File: src/rtl/csa_pkg.sv
`default_nettype none
package csa_pkg;

  localparam int CovW      = 16;
  localparam int CntW      = 32;
  localparam int SumW      = 64;
  localparam int NumThresh = 12;

  localparam logic [CntW-1:0] CntMax = '1;

  // depth levels counted per domain, lowest first
  localparam logic [CovW-1:0] ThreshLevels [NumThresh] = '{
    16'd1, 16'd5, 16'd10, 16'd15, 16'd20, 16'd30,
    16'd40, 16'd50, 16'd60, 16'd100, 16'd500, 16'd1000
  };

  typedef struct packed {
    logic [CovW-1:0] coverage;
    logic            mode;
  } in_item_t;

  typedef struct packed {
    logic            covered;
    logic [CovW-1:0] max_seen;
    logic [CntW-1:0] max_base_count;
  } out_item_t;

  // classified item handed from front to back
  typedef struct packed {
    logic                 mode;
    logic [CovW-1:0]      coverage;
    logic [NumThresh-1:0] thresh_hit;
  } work_t;

  function automatic logic [CntW-1:0] sat_inc(input logic [CntW-1:0] v);
    sat_inc = (v == CntMax) ? v : v + CntW'(1);
  endfunction

  function automatic logic [NumThresh-1:0] thresh_mask(input logic [CovW-1:0] cov);
    logic [NumThresh-1:0] m;
    for (int k = 0; k < NumThresh; k++) begin
      m[k] = (cov >= ThreshLevels[k]);
    end
    thresh_mask = m;
  endfunction

endpackage
`default_nettype wire

File: src/rtl/csa_fifo.sv
`default_nettype none
module csa_fifo #(
  parameter int W     = 8,
  parameter int DEPTH = 4
) (
  input  wire logic         clk,
  input  wire logic         rst_n,
  input  wire logic         wr_en,
  input  wire logic [W-1:0] wr_data,
  output logic              full,
  input  wire logic         rd_en,
  output logic [W-1:0]      rd_data,
  output logic              empty
);

  localparam int AW = (DEPTH > 1) ? $clog2(DEPTH) : 1;
  localparam int CW = $clog2(DEPTH + 1);

  logic [W-1:0]  mem_r [DEPTH];
  logic [AW-1:0] wr_ptr_r, wr_ptr_nxt;
  logic [AW-1:0] rd_ptr_r, rd_ptr_nxt;
  logic [CW-1:0] cnt_r, cnt_nxt;
  logic          do_wr, do_rd;

  assign full    = (cnt_r == CW'(DEPTH));
  assign empty   = (cnt_r == '0);
  assign do_wr   = wr_en && !full;
  assign do_rd   = rd_en && !empty;
  assign rd_data = mem_r[rd_ptr_r];

  always_comb begin
    wr_ptr_nxt = wr_ptr_r;
    rd_ptr_nxt = rd_ptr_r;
    cnt_nxt    = cnt_r;
    if (do_wr) begin
      wr_ptr_nxt = (wr_ptr_r == AW'(DEPTH - 1)) ? '0 : wr_ptr_r + AW'(1);
    end
    if (do_rd) begin
      rd_ptr_nxt = (rd_ptr_r == AW'(DEPTH - 1)) ? '0 : rd_ptr_r + AW'(1);
    end
    if (do_wr && !do_rd) begin
      cnt_nxt = cnt_r + CW'(1);
    end else if (do_rd && !do_wr) begin
      cnt_nxt = cnt_r - CW'(1);
    end
  end

  always_ff @(posedge clk) begin
    if (!rst_n) begin
      wr_ptr_r <= '0;
      rd_ptr_r <= '0;
      cnt_r    <= '0;
    end else begin
      wr_ptr_r <= wr_ptr_nxt;
      rd_ptr_r <= rd_ptr_nxt;
      cnt_r    <= cnt_nxt;
    end
  end

  always_ff @(posedge clk) begin
    if (do_wr) begin
      mem_r[wr_ptr_r] <= wr_data;
    end
  end

endmodule
`default_nettype wire

File: src/rtl/csa_front.sv
`default_nettype none
module csa_front (
  input  wire logic              clk,
  input  wire logic              rst_n,
  input  wire logic              accept,
  input  wire csa_pkg::in_item_t item,
  output csa_pkg::out_item_t     result,
  output csa_pkg::work_t         work
);

  logic [csa_pkg::CovW-1:0] peak_cov_r, peak_cov_nxt;
  logic [csa_pkg::CntW-1:0] peak_cnt_r, peak_cnt_nxt;

  // peak tracking across both domains
  always_comb begin
    peak_cov_nxt = peak_cov_r;
    peak_cnt_nxt = peak_cnt_r;
    if (item.coverage > peak_cov_r) begin
      peak_cov_nxt = item.coverage;
      peak_cnt_nxt = csa_pkg::CntW'(1);
    end else if (item.coverage == peak_cov_r) begin
      peak_cnt_nxt = csa_pkg::sat_inc(peak_cnt_r);
    end
  end

  always_ff @(posedge clk) begin
    if (!rst_n) begin
      peak_cov_r <= '0;
      peak_cnt_r <= '0;
    end else if (accept) begin
      peak_cov_r <= peak_cov_nxt;
      peak_cnt_r <= peak_cnt_nxt;
    end
  end

  always_comb begin
    result.covered        = (item.coverage != '0);
    result.max_seen       = peak_cov_nxt;
    result.max_base_count = peak_cnt_nxt;
    work.mode             = item.mode;
    work.coverage         = item.coverage;
    work.thresh_hit       = csa_pkg::thresh_mask(item.coverage);
  end

endmodule
`default_nettype wire

File: src/rtl/csa_back.sv
`default_nettype none
module csa_back #(
  parameter int HIST_BINS = 1024
) (
  input  wire logic           clk,
  input  wire logic           rst_n,
  input  wire logic           work_valid,
  input  wire csa_pkg::work_t work,
  output logic                work_take,
  output logic                clearing
);

  localparam int BW = $clog2(HIST_BINS);
  localparam int AW = BW + 1;
  localparam int HIST_DEPTH = 2 ** AW;
  localparam logic [csa_pkg::CovW:0] LastBin = (csa_pkg::CovW + 1)'(HIST_BINS - 1);

  typedef enum logic [1:0] {
    ST_CLEAR = 2'b01,
    ST_RUN   = 2'b10
  } state_t;

  state_t state_r, state_nxt;
  logic [AW:0] clr_idx_r, clr_idx_nxt;

  logic [csa_pkg::CntW-1:0] hist_mem [HIST_DEPTH];
  logic [csa_pkg::CntW-1:0] rd_data_r;

  logic [csa_pkg::CntW-1:0] thr_cnt_r [2][csa_pkg::NumThresh];
  logic [csa_pkg::SumW-1:0] sum_r [2];

  logic [BW-1:0]            bin;
  logic [AW-1:0]            rd_addr;
  logic                     s1_valid_r;
  logic [AW-1:0]            s1_addr_r;
  logic                     wr_valid_r;
  logic [AW-1:0]            wr_addr_r;
  logic [csa_pkg::CntW-1:0] wr_data_r;
  logic                     we;
  logic [AW-1:0]            wa;
  logic [csa_pkg::CntW-1:0] wd, old_val;

  assign clearing  = (state_r == ST_CLEAR);
  assign work_take = work_valid && (state_r == ST_RUN);

  // deep bases land in the last bin
  assign bin = ({1'b0, work.coverage} >= LastBin) ? LastBin[BW-1:0] : work.coverage[BW-1:0];
  assign rd_addr = {work.mode, bin};

  always_comb begin
    state_nxt   = state_r;
    clr_idx_nxt = clr_idx_r;
    case (state_r)
      ST_CLEAR: begin
        clr_idx_nxt = clr_idx_r + (AW + 1)'(1);
        if (clr_idx_r == (AW + 1)'(HIST_DEPTH - 1)) begin
          state_nxt = ST_RUN;
        end
      end
      ST_RUN:  state_nxt = ST_RUN;
      default: state_nxt = ST_CLEAR;
    endcase
  end

  always_ff @(posedge clk) begin
    if (!rst_n) begin
      state_r   <= ST_CLEAR;
      clr_idx_r <= '0;
    end else begin
      state_r   <= state_nxt;
      clr_idx_r <= clr_idx_nxt;
    end
  end

  // read-modify-write; the one write in flight is forwarded
  assign old_val = (wr_valid_r && wr_addr_r == s1_addr_r) ? wr_data_r : rd_data_r;

  always_comb begin
    we = 1'b0;
    wa = s1_addr_r;
    wd = csa_pkg::sat_inc(old_val);
    if (clearing) begin
      we = 1'b1;
      wa = clr_idx_r[AW-1:0];
      wd = '0;
    end else if (s1_valid_r) begin
      we = 1'b1;
    end
  end

  always_ff @(posedge clk) begin
    rd_data_r <= hist_mem[rd_addr];
    if (we) begin
      hist_mem[wa] <= wd;
    end
  end

  always_ff @(posedge clk) begin
    s1_addr_r <= rd_addr;
    wr_addr_r <= wa;
    wr_data_r <= wd;
  end

  always_ff @(posedge clk) begin
    if (!rst_n) begin
      s1_valid_r <= 1'b0;
      wr_valid_r <= 1'b0;
    end else begin
      s1_valid_r <= work_take;
      wr_valid_r <= we;
    end
  end

  // threshold counters and coverage totals per domain
  always_ff @(posedge clk) begin
    if (!rst_n) begin
      for (int d = 0; d < 2; d++) begin
        sum_r[d] <= '0;
        for (int k = 0; k < csa_pkg::NumThresh; k++) begin
          thr_cnt_r[d][k] <= '0;
        end
      end
    end else if (work_take) begin
      sum_r[work.mode] <= sum_r[work.mode] + csa_pkg::SumW'(work.coverage);
      for (int k = 0; k < csa_pkg::NumThresh; k++) begin
        if (work.thresh_hit[k]) begin
          thr_cnt_r[work.mode][k] <= csa_pkg::sat_inc(thr_cnt_r[work.mode][k]);
        end
      end
    end
  end

endmodule
`default_nettype wire

File: src/rtl/coverage_stats_accumulator.sv
`default_nettype none
// coverage statistics accumulator: takes one base's coverage depth and a domain
// select (0 genome, 1 target) per transfer and returns one result per item: a
// covered flag, the peak coverage so far and the number of bases at that peak.
// internally it keeps a per-domain depth histogram (deep bases in the last bin),
// twelve per-domain threshold counters and a 64-bit coverage total per domain.
// rate: one item per clock while full stays low; each result is written into
// the result queue at its transfer. the histogram read-modify-write is a
// two-stage pipeline on one read and one write port of the memory, with forwarding.
// after reset, full stays high for a clearing sweep of all 2 * 2**clog2(HIST_BINS)
// entries (2048 by default) while the histogram memory is zeroed one entry per cycle.
module coverage_stats_accumulator #(
  parameter int HIST_BINS = 1024
) (
  input  wire logic               clk,
  input  wire logic               rst_n,
  // input queue side
  input  wire logic               push,
  output logic                    full,
  input  wire csa_pkg::in_item_t  in_data,
  // result queue side
  output logic                    empty,
  input  wire logic               pop,
  output csa_pkg::out_item_t      out_data
);

  localparam int OutW  = $bits(csa_pkg::out_item_t);
  localparam int WorkW = $bits(csa_pkg::work_t);

  logic               accept;
  logic               res_full, work_full, work_empty;
  logic               work_take, clearing;
  csa_pkg::out_item_t result;
  csa_pkg::work_t     work_in, work_out;

  // an item transfers only when both the result and work queues have room
  assign full   = clearing || res_full || work_full;
  assign accept = push && !full;

  // front: peak tracking and classification
  csa_front u_front (
    .clk    (clk),
    .rst_n  (rst_n),
    .accept (accept),
    .item   (in_data),
    .result (result),
    .work   (work_in)
  );

  // result queue: output register plus skid entry
  csa_fifo #(
    .W     (OutW),
    .DEPTH (2)
  ) u_res_q (
    .clk     (clk),
    .rst_n   (rst_n),
    .wr_en   (accept),
    .wr_data (result),
    .full    (res_full),
    .rd_en   (pop),
    .rd_data (out_data),
    .empty   (empty)
  );

  // work queue decoupling front from the statistics back end
  csa_fifo #(
    .W     (WorkW),
    .DEPTH (4)
  ) u_work_q (
    .clk     (clk),
    .rst_n   (rst_n),
    .wr_en   (accept),
    .wr_data (work_in),
    .full    (work_full),
    .rd_en   (work_take),
    .rd_data (work_out),
    .empty   (work_empty)
  );

  // back: histogram, threshold counters, coverage totals
  csa_back #(
    .HIST_BINS (HIST_BINS)
  ) u_back (
    .clk        (clk),
    .rst_n      (rst_n),
    .work_valid (!work_empty),
    .work       (work_out),
    .work_take  (work_take),
    .clearing   (clearing)
  );

endmodule
`default_nettype wire
File: config.mk
export PLATFORM = sky130hd
export DESIGN_NAME = coverage_stats_accumulator
export DESIGN_NICKNAME = d
export VERILOG_FILES = /design/src/rtl/csa_pkg.sv /design/src/rtl/csa_fifo.sv /design/src/rtl/csa_front.sv /design/src/rtl/csa_back.sv /design/src/rtl/coverage_stats_accumulator.sv
export SDC_FILE = /design/constraint.sdc
export NUM_CORES = 1
export LEC_CHECK = 0
export BUFFER_PORTS_ARGS = -buffer_cell sky130_fd_sc_hd__buf_2
export CAP_MARGIN = 15
export CORE_ASPECT_RATIO = 0.6
export CORE_MARGIN = 8
export CORE_UTILIZATION = 60
export CTS_CLUSTER_SIZE = 10
export DETAILED_ROUTE_END_ITERATION = 6
export PLACE_DENSITY = 0.8
export SKIP_LAST_GASP = 1
export SYNTH_ARGS = -nofsm -noshare
export SYNTH_HDL_FRONTEND = slang
export SYNTH_SLANG_ARGS = --single-unit
File: constraint.sdc
create_clock -name clk -period 6.4 [get_ports clk]
set_clock_uncertainty 0.1 [all_clocks]
set_input_delay 0 -clock clk [delete_from_list [all_inputs] [get_ports clk]]
set_output_delay 0 -clock clk [all_outputs]
set_load 0.05 [all_outputs]
# [Yosys cells after proc, flatten, opt, wreduce, memory -nomap -nowiden]
# Memories as Yosys holds them, arrays and structs flattened. A register that Yosys moved wholly into a read port is not among the register bits.
# Cells that the tools add are included.
[totals] ramBits=98 reg_bits=69 n_memories=1 output_inout_bits=51 input_bits=21
[memory_table] name="u_res_q.mem_r" words=2 word_bits=49 rd=1 rd_clocked_by_memory_dff=1 write_ports=1 line_no="csa_fifo.sv:19" text="logic [W-1:0] mem_r [DEPTH];"
[op_classes] reduce_logical=26 add_sub_neg=8 muxes=16 n_lt_le_gt_ge=1 eq_ne=8
[op_table] operator="two-way mux 32 bit" n=3
[op_table] operator="adder 32 x 1 -> 32 bit, second input constant" n=1
[op_table] operator="equality test 32 bit, second input constant" n=1
[op_table] operator="equality test 16 bit" n=1
[op_table] operator="greater-than comparator 16 bit" n=1
[op_table] operator="two-way mux 16 bit" n=1
[op_table] operator="nonzero test 16 bit" n=1
[op_table] operator="adder 12 x 1 -> 12 bit, second input constant" n=1
[op_table] operator="equality test 12 x 11 -> 1 bit, second input constant" n=1
[op_table] operator="logical AND 1 bit" n=10
[op_table] operator="logical NOT 1 bit" n=9
[op_table] operator="two-way mux 1 bit" n=6
[op_table] operator="two-way mux 2 bit" n=3
[op_table] operator="two-way mux 3 bit" n=2
[op_table] operator="equality test 2 bit, second input constant" n=2
[op_table] operator="one-hot mux 2 bit (2 select lines)" n=1
[op_table] operator="nonzero test 2 bit" n=2
[op_table] operator="adder 3 x 1 -> 3 bit, second input constant" n=1
[op_table] operator="equality test 3 bit, second input constant" n=1
[op_table] operator="logical NOT 3 bit" n=1
[op_table] operator="subtractor 3 x 1 -> 3 bit, second input constant" n=1
[op_table] operator="adder 1 bit, second input constant" n=2
[op_table] operator="adder 2 x 1 -> 2 bit, second input constant" n=1
[op_table] operator="equality test 2 x 1 -> 1 bit, second input constant" n=1
[op_table] operator="4 further kinds" n=5

# [Depth between registers and ports, before layout]
# Gate-level depths: netlist (run 1).
[logic_depth] word_depth=10 depth_mapped=14

# [By module]
# Synthesis (run 1) repeated with hierarchy kept, for this count alone.
[hier_totals] cells_unflattened=1051 hier_area_um2=13740.7
[modules_own_cells] mod="csa_fifo (u_work_q)" area_per_inst_um2=4673.2 seq_area_each_um2=3663.5 cells_each=202 instances=1
[modules_own_cells] mod="csa_front" area_per_inst_um2=4613.2 seq_area_each_um2=960.9 cells_each=600 instances=1
[modules_own_cells] mod="csa_fifo (u_res_q)" area_per_inst_um2=3762.4 seq_area_each_um2=3042.9 cells_each=177 instances=1
[modules_own_cells] mod="csa_back" area_per_inst_um2=673.1 seq_area_each_um2=280.3 cells_each=69 instances=1
[modules_own_cells] mod="coverage_stats_accumulator" area_per_inst_um2=18.8 seq_area_each_um2=0.0 cells_each=3 instances=1

# [Worst setup path before layout (run 1)]
# OpenSTA, ideal clock, no wires.
[synth_timing] kind="register -> register" start="register u_back.state_r[1]" end="memory u_res_q.mem_r[0][0] in the netlist's numbering, enable pin" t_required_ps=5844 setup_slack_ps=2145 path_stages_with_launch=9 arrival_ps=3699 setup_ps=456 cell_sequence="dfxtp_1 > inv_1 > ha_1 > clkbuf_1 > a2111o_1 > clkbuf_1 > clkbuf_1 > clkbuf_1 > nor2_1"
[synth_via] elab_chain_cells=8
[synth_rtl] item="start: declaration" line_no="csa_back.sv:23" text="state_t state_r, state_nxt;"
[synth_rtl] item="start signal: assignment" line_no="csa_back.sv:70" text="state_r <= state_nxt;"
[synth_rtl] item="equality test 2 x 1 -> 1 bit" line_no="csa_back.sv:43" text="assign clearing = (state_r == ST_CLEAR);"
[synth_rtl] item="logical OR 1 bit (2 in series)" line_no="coverage_stats_accumulator.sv:37" text="assign full = clearing || res_full || work_full;"
[synth_rtl] item="logical NOT 1 bit" line_no="coverage_stats_accumulator.sv:38" text="assign accept = push && !full;"
[synth_rtl] item="logical AND 1 bit" line_no="coverage_stats_accumulator.sv:38"
[synth_rtl] item="logical AND 1 bit" line_no="csa_fifo.sv:27" text="assign do_wr = wr_en && !full;"
[synth_rtl] item="two-way mux 1 bit" line_no="csa_fifo.sv:61" text="if (do_wr) begin"
[synth_rtl] item="two-way mux 1 bit (implied by the code)" line_no="csa_fifo.sv:62" text="mem_r[wr_ptr_r] <= wr_data;"
[synth_rtl] item="end: declaration" line_no="csa_fifo.sv:19"
# No other way between the ends.

==> results.toml, run 1 <==
[place]
hpwl_mm = 12.0
io_buffers = 70
place_ws_ns = 2.66
gp_congestion = 0.848

[timing]
period_share_pct = 59.7
clock.fmax_mhz = 262
layout_setup_ws_ns = 2.58
rsz0062_at_grt = "false"
relSlewSlack_pct = 21.9
finalMaxSlewViolations = 0
fin_tns_setup_ns = 0
tightest_slew_ns = 1.17
fin_crit_ns = 3.82
hold_viol_final = 0
finalSetupViolCount = 0

[yosys]
synth_cell_type_count = 50
seq_area_frac_synth_pct = 52.7
netlist_area_mm2 = 0.00824
syn_nets = 809
synth-edff-count = 98
synthCells = 765
syn_area_per_cell_um2 = 10.8
async_reset_ff_share_pct = 0
synth_top_flop_cell = "edfxtp_1"
synth_warnings = 0
synth-seq-cells = 168

[setup_path]
startpoint = "u_front.peak_cov_r[15]$_SDFFE_PN0N_"
max_stage_delay_ns = 0.71
worstPathArrival_ns = 3.90
reg2regPathDepth = 9
worstPathCellList = "inv_1 > ha_1 > nand4_1 > a2111oi_0 > nor4_4 > buf_4 > nor2_4 > buf_4 > mux2_2"
critPathRequiredTime_ns = 6.48
path_common_cell = "buf_4"
r2r_end = "u_res_q.mem_r[0][45]$_DFFE_PP_"
r2r_slack_ns = 2.58
r2r_start = "u_front.peak_cov_r[15]$_SDFFE_PN0N_"
worst_path_max_delay_cell = "a2111oi_0"
endpoint_kind = "flip-flop"
crit_end = "u_res_q.mem_r[0][45]$_DFFE_PP_"
worst_setup_path_start_kind = "flip-flop"
crit_fanout = 27
crit_type = "reg -> reg"

[outcome]
status = "finished, violations left"
violations = "DRC"

[clock_tree]
htreeDepth = 4
cts_made_buffers = 17
cts_tree = "yes"
cts_buffer_depth = 2
cts_sinks = 168
cts-resized-gates = 0
postCtsSetupRepairBufs = 0
cts_hold_buf = 17
cts_root_buf = "clkbuf_16"
worstSkewPairLatency_ns = 0.43
clk_pin_slew_ns = 0.07

[routing]
first_pass_iters = 7
drt-total-wl_mm = 18.5
dr_total_vias = 6212
route.detailed.drc = 2
drtIter0Drc = 607
vias_per_cell = 6.07
wl_per_cell_um = 18.0
ant_nets = 0

[floorplan]
dieArea_mm2 = 0.0179
fp.dieW_um = 167
fp.dieH_um = 107
placementRows = 33
start_util_pct = 60.8
num_io_pins = 72
core_area_mm2 = 0.0135

[layout]
syn_to_final_growth_pct = 15.2
n_fill_cell = 926
final_nets = 879
antenna_cells = 0
seq_area_mm2 = 0.00435
multiInputGateArea_mm2 = 0.00364
drive_above_1_share_pct = 22.3

[global_route]
grtUsageMet2_pct = 32.9
grt_max_degree = 57
grt_pass1_wl_mm = 30.2
antenna_found_initial = 0
use_met3_pct = 5.03
grt-ovfl-total = 0
grtUsageTotal_pct = 20.7
grt_pass1_vias = 5955
use_met1_pct = 27.4
top_usage_layer = "met2"

[pwr]
leakage_nw = 3.22
power_density_mw_per_mm2 = 273
ir_drop_mv = 0.225

[hold_path]
hold_path.class = "in -> reg"

[run]
maxCapViolations = 0
[critical path: cells and delay by family (launching register included)]
family,cells,cell delay [ns]
multiplexers,1,0.40
flip-flops,1,0.37
AND/OR/NAND/NOR,3,0.90
adder cells (fa/ha/maj),1,0.31
AO/OA/AOI/OAI,1,0.71
buffers and inverters,3,0.75
[flip-flops by register name (all words and copies together), names as in the netlist, named ones only]
name                count
u_res_q.mem_r          98
u_front.peak_cnt_r     32
u_front.peak_cov_r     16
u_back.clr_idx_r       12
u_work_q.cnt_r          3
u_back.state_r          2
u_res_q.cnt_r           2
u_res_q.rd_ptr_r        1
u_res_q.wr_ptr_r        1
[layout by cell type (no fill, tap or decap), types with 12 or more instances in the layout]
| master | synthesis | final |
|---|---|---|
| ha_1 | 22 | 22 |
| a31oi_1 | 22 | 22 |
| dlygate4sd3_1 | 0 | 17 |
| o21ai_0 | 14 | 14 |
| xnor2_1 | 12 | 12 |
| nand2_1 | 91 | 91 |
| xor2_1 | 32 | 32 |
| clkbuf_16 | 0 | 17 |
| or3_1 | 25 | 25 |
| a21oi_1 | 22 | 22 |
| inv_1 | 26 | 26 |
| mux2_2 | 65 | 65 |
| nor2_1 | 66 | 64 |
| buf_2 | 8 | 70 |
| nor3_1 | 12 | 12 |
| edfxtp_1 | 98 | 98 |
| dfxtp_1 | 70 | 69 |
| mux2i_1 | 19 | 19 |
| nand4_1 | 24 | 24 |
| nand3_1 | 15 | 15 |
| o211ai_1 | 18 | 18 |
[kinds of logic after synthesis]
| logic type | count (synthesis) | synth area share (%) |
|---|---|---|
| and+or+nand+nor | 273 | 16.3 |
| xor gates and xnor gates | 44 | 4.68 |
| buffers and inverters | 71 | 3.48 |
| AOI/OAI and AO/OA | 102 | 8.07 |
| adders and majority gates | 23 | 3.58 |
| DFF | 168 | 52.7 |
| muxes | 84 | 11.2 |
[final cells by class]
type                    instances  area share, %
well taps                     175           2.31
inverters                      26           1.03
clock buffers                  19           4.77
flip-flops and latches        168           45.8
clock inverters                13           1.42
repair buffers                 96           6.33
multi-input cells             526           38.3
[power breakdown]
group	switching (mW)	internal [mW]
Clock	0.456	0.569
Sequential	0.0323	1.16
Combinational	0.246	0.129
Total	0.734	1.85
[cells in the mapped netlist (all sizes together) (7+ instances only)]
cell | number | area share [%]
edfxtp | 98 | 36
nand2 | 91 | 4.1
dfxtp | 70 | 17
nor2 | 66 | 3.0
mux2 | 65 | 8.9
xor2 | 32 | 3.4
clkbuf | 28 | 1.3
inv | 26 | 1.2
nand4 | 25 | 2.0
or3 | 25 | 1.9
a21oi | 22 | 1.3
a31oi | 22 | 1.7
ha | 22 | 3.3
mux2i | 19 | 2.3
o211ai | 18 | 1.6
buf | 17 | 0.99
nand3 | 16 | 1.0
nor3 | 14 | 0.97
o21ai | 14 | 0.85
xnor2 | 12 | 1.3
nor4 | 10 | 0.84
and3 | 8 | 0.61
o31ai | 8 | 0.73
or4 | 7 | 0.73
[routing by layer]
| layer | vias to the layer above | wire length [um] |
|---|---|---|
| met2 | 298 | 8520 |
| li1 | 2933 | - |
| met4 | 0 | 250 |
| met1 | 2959 | 8180 |
| met3 | 22 | 1500 |
| met5 | - | 0 |
[worst min-delay path by stage]
stage,start,endpoint,cells past startpoint
after floorplan,in_data[11],u_front.peak_cov_r[10]$_SDFFE_PN0N_,2
after global placement,in_data[8],u_front.peak_cov_r[7]$_SDFFE_PN0N_,3
after detailed placement,in_data[4],u_front.peak_cov_r[3]$_SDFFE_PN0N_,3
after CTS,rst_n,u_front.peak_cov_r[11]$_SDFFE_PN0N_,3
after global routing,rst_n,u_front.peak_cov_r[9]$_SDFFE_PN0N_,3
final,rst_n,u_front.peak_cov_r[14]$_SDFFE_PN0N_,3
[per-stage QoR]
stage | hold slack (ns) | util [%] | instances | cell area [um2] | power, mW
5_1_grt | 0.173 | 70.1 | 1023 | 9490 | 2.67
3_5_place_dp | 0.196 | 64.3 | 973 | 8710 | 1.57
2_1_floorplan | 0.0421 | - | 765 | 8240 | 1.48
6_report | 0.133 | 70.1 | 1023 | 9490 | 2.59
4_1_cts | 0.104 | 69.9 | 1022 | 9470 | 2.60
3_3_place_gp | 0.185 | 64.3 | 973 | 8710 | 1.56
Note: power is estimated with default switching activity, not from simulation.
==> run 2: changes to the inputs <==
--- a/config.mk
+++ b/config.mk
@@ -9,10 +9,10 @@
 export CAP_MARGIN = 15
 export CORE_ASPECT_RATIO = 0.6
 export CORE_MARGIN = 8
-export CORE_UTILIZATION = 60
+export CORE_UTILIZATION = 54
 export CTS_CLUSTER_SIZE = 10
 export DETAILED_ROUTE_END_ITERATION = 6
-export PLACE_DENSITY = 0.8
+export PLACE_DENSITY = 0.76
 export SKIP_LAST_GASP = 1
 export SYNTH_ARGS = -nofsm -noshare
 export SYNTH_HDL_FRONTEND = slang
==> constraint.sdc (replaced) <==
create_clock -name clk -period 3.5 [get_ports clk]
set_clock_uncertainty 0.1 [all_clocks]
set_input_delay 0 -clock clk [delete_from_list [all_inputs] [get_ports clk]]
set_output_delay 0 -clock clk [all_outputs]
set_load 0.05 [all_outputs]
==> results.toml, run 2 (synthesis results as in run 1) <==
[timing]
period_share_pct = 90.5
layout_setup_ws_ns = 0.333
finalSetupViolCount = 0
tightest_slew_ns = 1.04
hold_viol_final = 0
fin_tns_setup_ns = 0
relSlewSlack_pct = 30.5
finalMaxSlewViolations = 0
clock.fmax_mhz = 316
fin_crit_ns = 3.17
rsz0062_at_grt = "false"

[clock_tree]
cts_buffer_depth = 2
cts_tree = "yes"
htreeDepth = 4
cts_made_buffers = 17
cts-resized-gates = 0
clk_pin_slew_ns = 0.07
cts_root_buf = "clkbuf_16"
worstSkewPairLatency_ns = 0.43
cts_sinks = 168

[place]
place_ws_ns = 0.408
hpwl_mm = 12.7
io_buffers = 70
gp_congestion = 0.840

[global_route]
grt_pass1_wl_mm = 30.7
grt-ovfl-total = 0
grt_max_degree = 55
grtUsageTotal_pct = 19.2
antenna_found_initial = 0
grt_pass1_vias = 6226

[setup_path]
worstPathArrival_ns = 3.24
worst_path_max_delay_cell = "nor4_1"
crit_type = "reg -> reg"
worst_setup_path_start_kind = "flip-flop"
worstPathCellList = "inv_1 > ha_1 > nand4_1 > nor4_2 > nand2_1 > nor4_1 > xnor2_1 > nor2_1"
r2r_start = "u_front.peak_cov_r[14]$_SDFFE_PN0N_"
critPathRequiredTime_ns = 3.57
crit_family = "simple AND/OR/NAND/NOR gates"
cp.buffers_inverters = 1
endpoint_kind = "flip-flop"
crit_fanout = 6
startpoint = "u_front.peak_cov_r[14]$_SDFFE_PN0N_"
max_stage_delay_ns = 0.68

[routing]
ant_nets = 0
drtIter0Drc = 475
route.detailed.drc = 0
vias_per_cell = 5.88
dr_total_vias = 6231
drt-total-wl_mm = 18.7
first_pass_iters = 5
wl_per_cell_um = 17.6

[pwr]
leakage_nw = 3.24
ir_drop_mv = 0.331
power_density_mw_per_mm2 = 487

[layout]
largest-register = "u_res_q.mem_r"
syn_to_final_growth_pct = 16.1
top_regs = "u_res_q.mem_r (98), u_front.peak_cnt_r (32), u_front.peak_cov_r (16)"
layout_common_cells = "edfxtp_1, nand2_1, buf_2, dfxtp_1, mux2_2"
final_nets = 887
n_fill_cell = 1202
final_common_cell = "edfxtp_1"
drive_above_1_share_pct = 22.9
largest_register_ffs = 98
antenna_cells = 0

[hold_path]
hold_path.class = "in -> reg"
min-delay-start = "rst_n"

[floorplan]
placementRows = 35
core_area_mm2 = 0.0152
start_util_pct = 54.4
fp.dieW_um = 175
num_io_pins = 72
dieArea_mm2 = 0.0196
fp.dieH_um = 112

[run]
maxCapViolations = 0

[outcome]
status = "complete, no violations"
run 2: changes by cell type in the layout (fill, tap and decap cells not counted), sizes merged:
| cell | before | now |
|---|---|---|
| clkinvlp | 2 | 4 |
| inv | 32 | 30 |
| buf | 79 | 87 |
run 2: worst min-delay path: stages:
cell,delay [ns]
buf_2,0.10
buf_4,0.27
nand2_1,0.12
mux2i_1,0.06
run 2: worst paths after layout:
check,to,slack (ns),cells past startpoint
worst max-delay path,u_res_q.mem_r[1][29]$_DFFE_PP_,0.33,8
worst min-delay path,u_front.peak_cov_r[5]$_SDFFE_PN0N_,0.08,4
worst max register to register,u_res_q.mem_r[1][29]$_DFFE_PP_,0.33,8
worst min register to register,u_front.peak_cov_r[8]$_SDFFE_PN0N_,0.38,2
run 2: through the flow:
stage | power, mW | hold WS, ns | util (%) | cell area (um2) | std cells
after floorplan | 2.71 | 0.0421 | - | 8240 | 765
after global placement | 2.85 | 0.185 | 58.2 | 8830 | 1010
after detailed placement | 2.88 | 0.197 | 58.2 | 8830 | 1010
after CTS | 4.68 | 0.0535 | 63.1 | 9560 | 1059
after global routing | 4.80 | 0.111 | 63.1 | 9560 | 1059
final | 4.66 | 0.0832 | 63.1 | 9560 | 1059
run 2: layer usage:
metal	GRT usage (%)	up-vias	share of wire, %
met3	5.00	21	6.7
met5	0	-	0
met4	5.51	0	1.1
met2	30.8	230	47
li1	-	2943	-
met1	25.1	3037	45
run 2: final cells by class:
cell class	count	area, um2	share of cell area, %
clock buffer	19	443	4.63
clock inverter	13	121	1.27
sequential	168	4350	45.5
inverter	26	97.6	1.02
multi-input combinational	526	3640	38.1
tap	203	254	2.66
timing repair buffer	104	661	6.91
run 2: what timing repair did:
item,4_1_cts,5_1_grt
hold buffers,17,0
setup buffers,0,0
endpoints found under the setup margin,0,0
endpoints found under the hold margin,50,0
run 2: where the power goes:
part | switching [mW] | leakage [nW] | internal (mW) | total, mW
combinational | 0.449 | 1.55 | 0.231 | 0.680
clock | 0.806 | 0.264 | 1.00 | 1.81
sequential | 0.0525 | 1.43 | 2.12 | 2.17
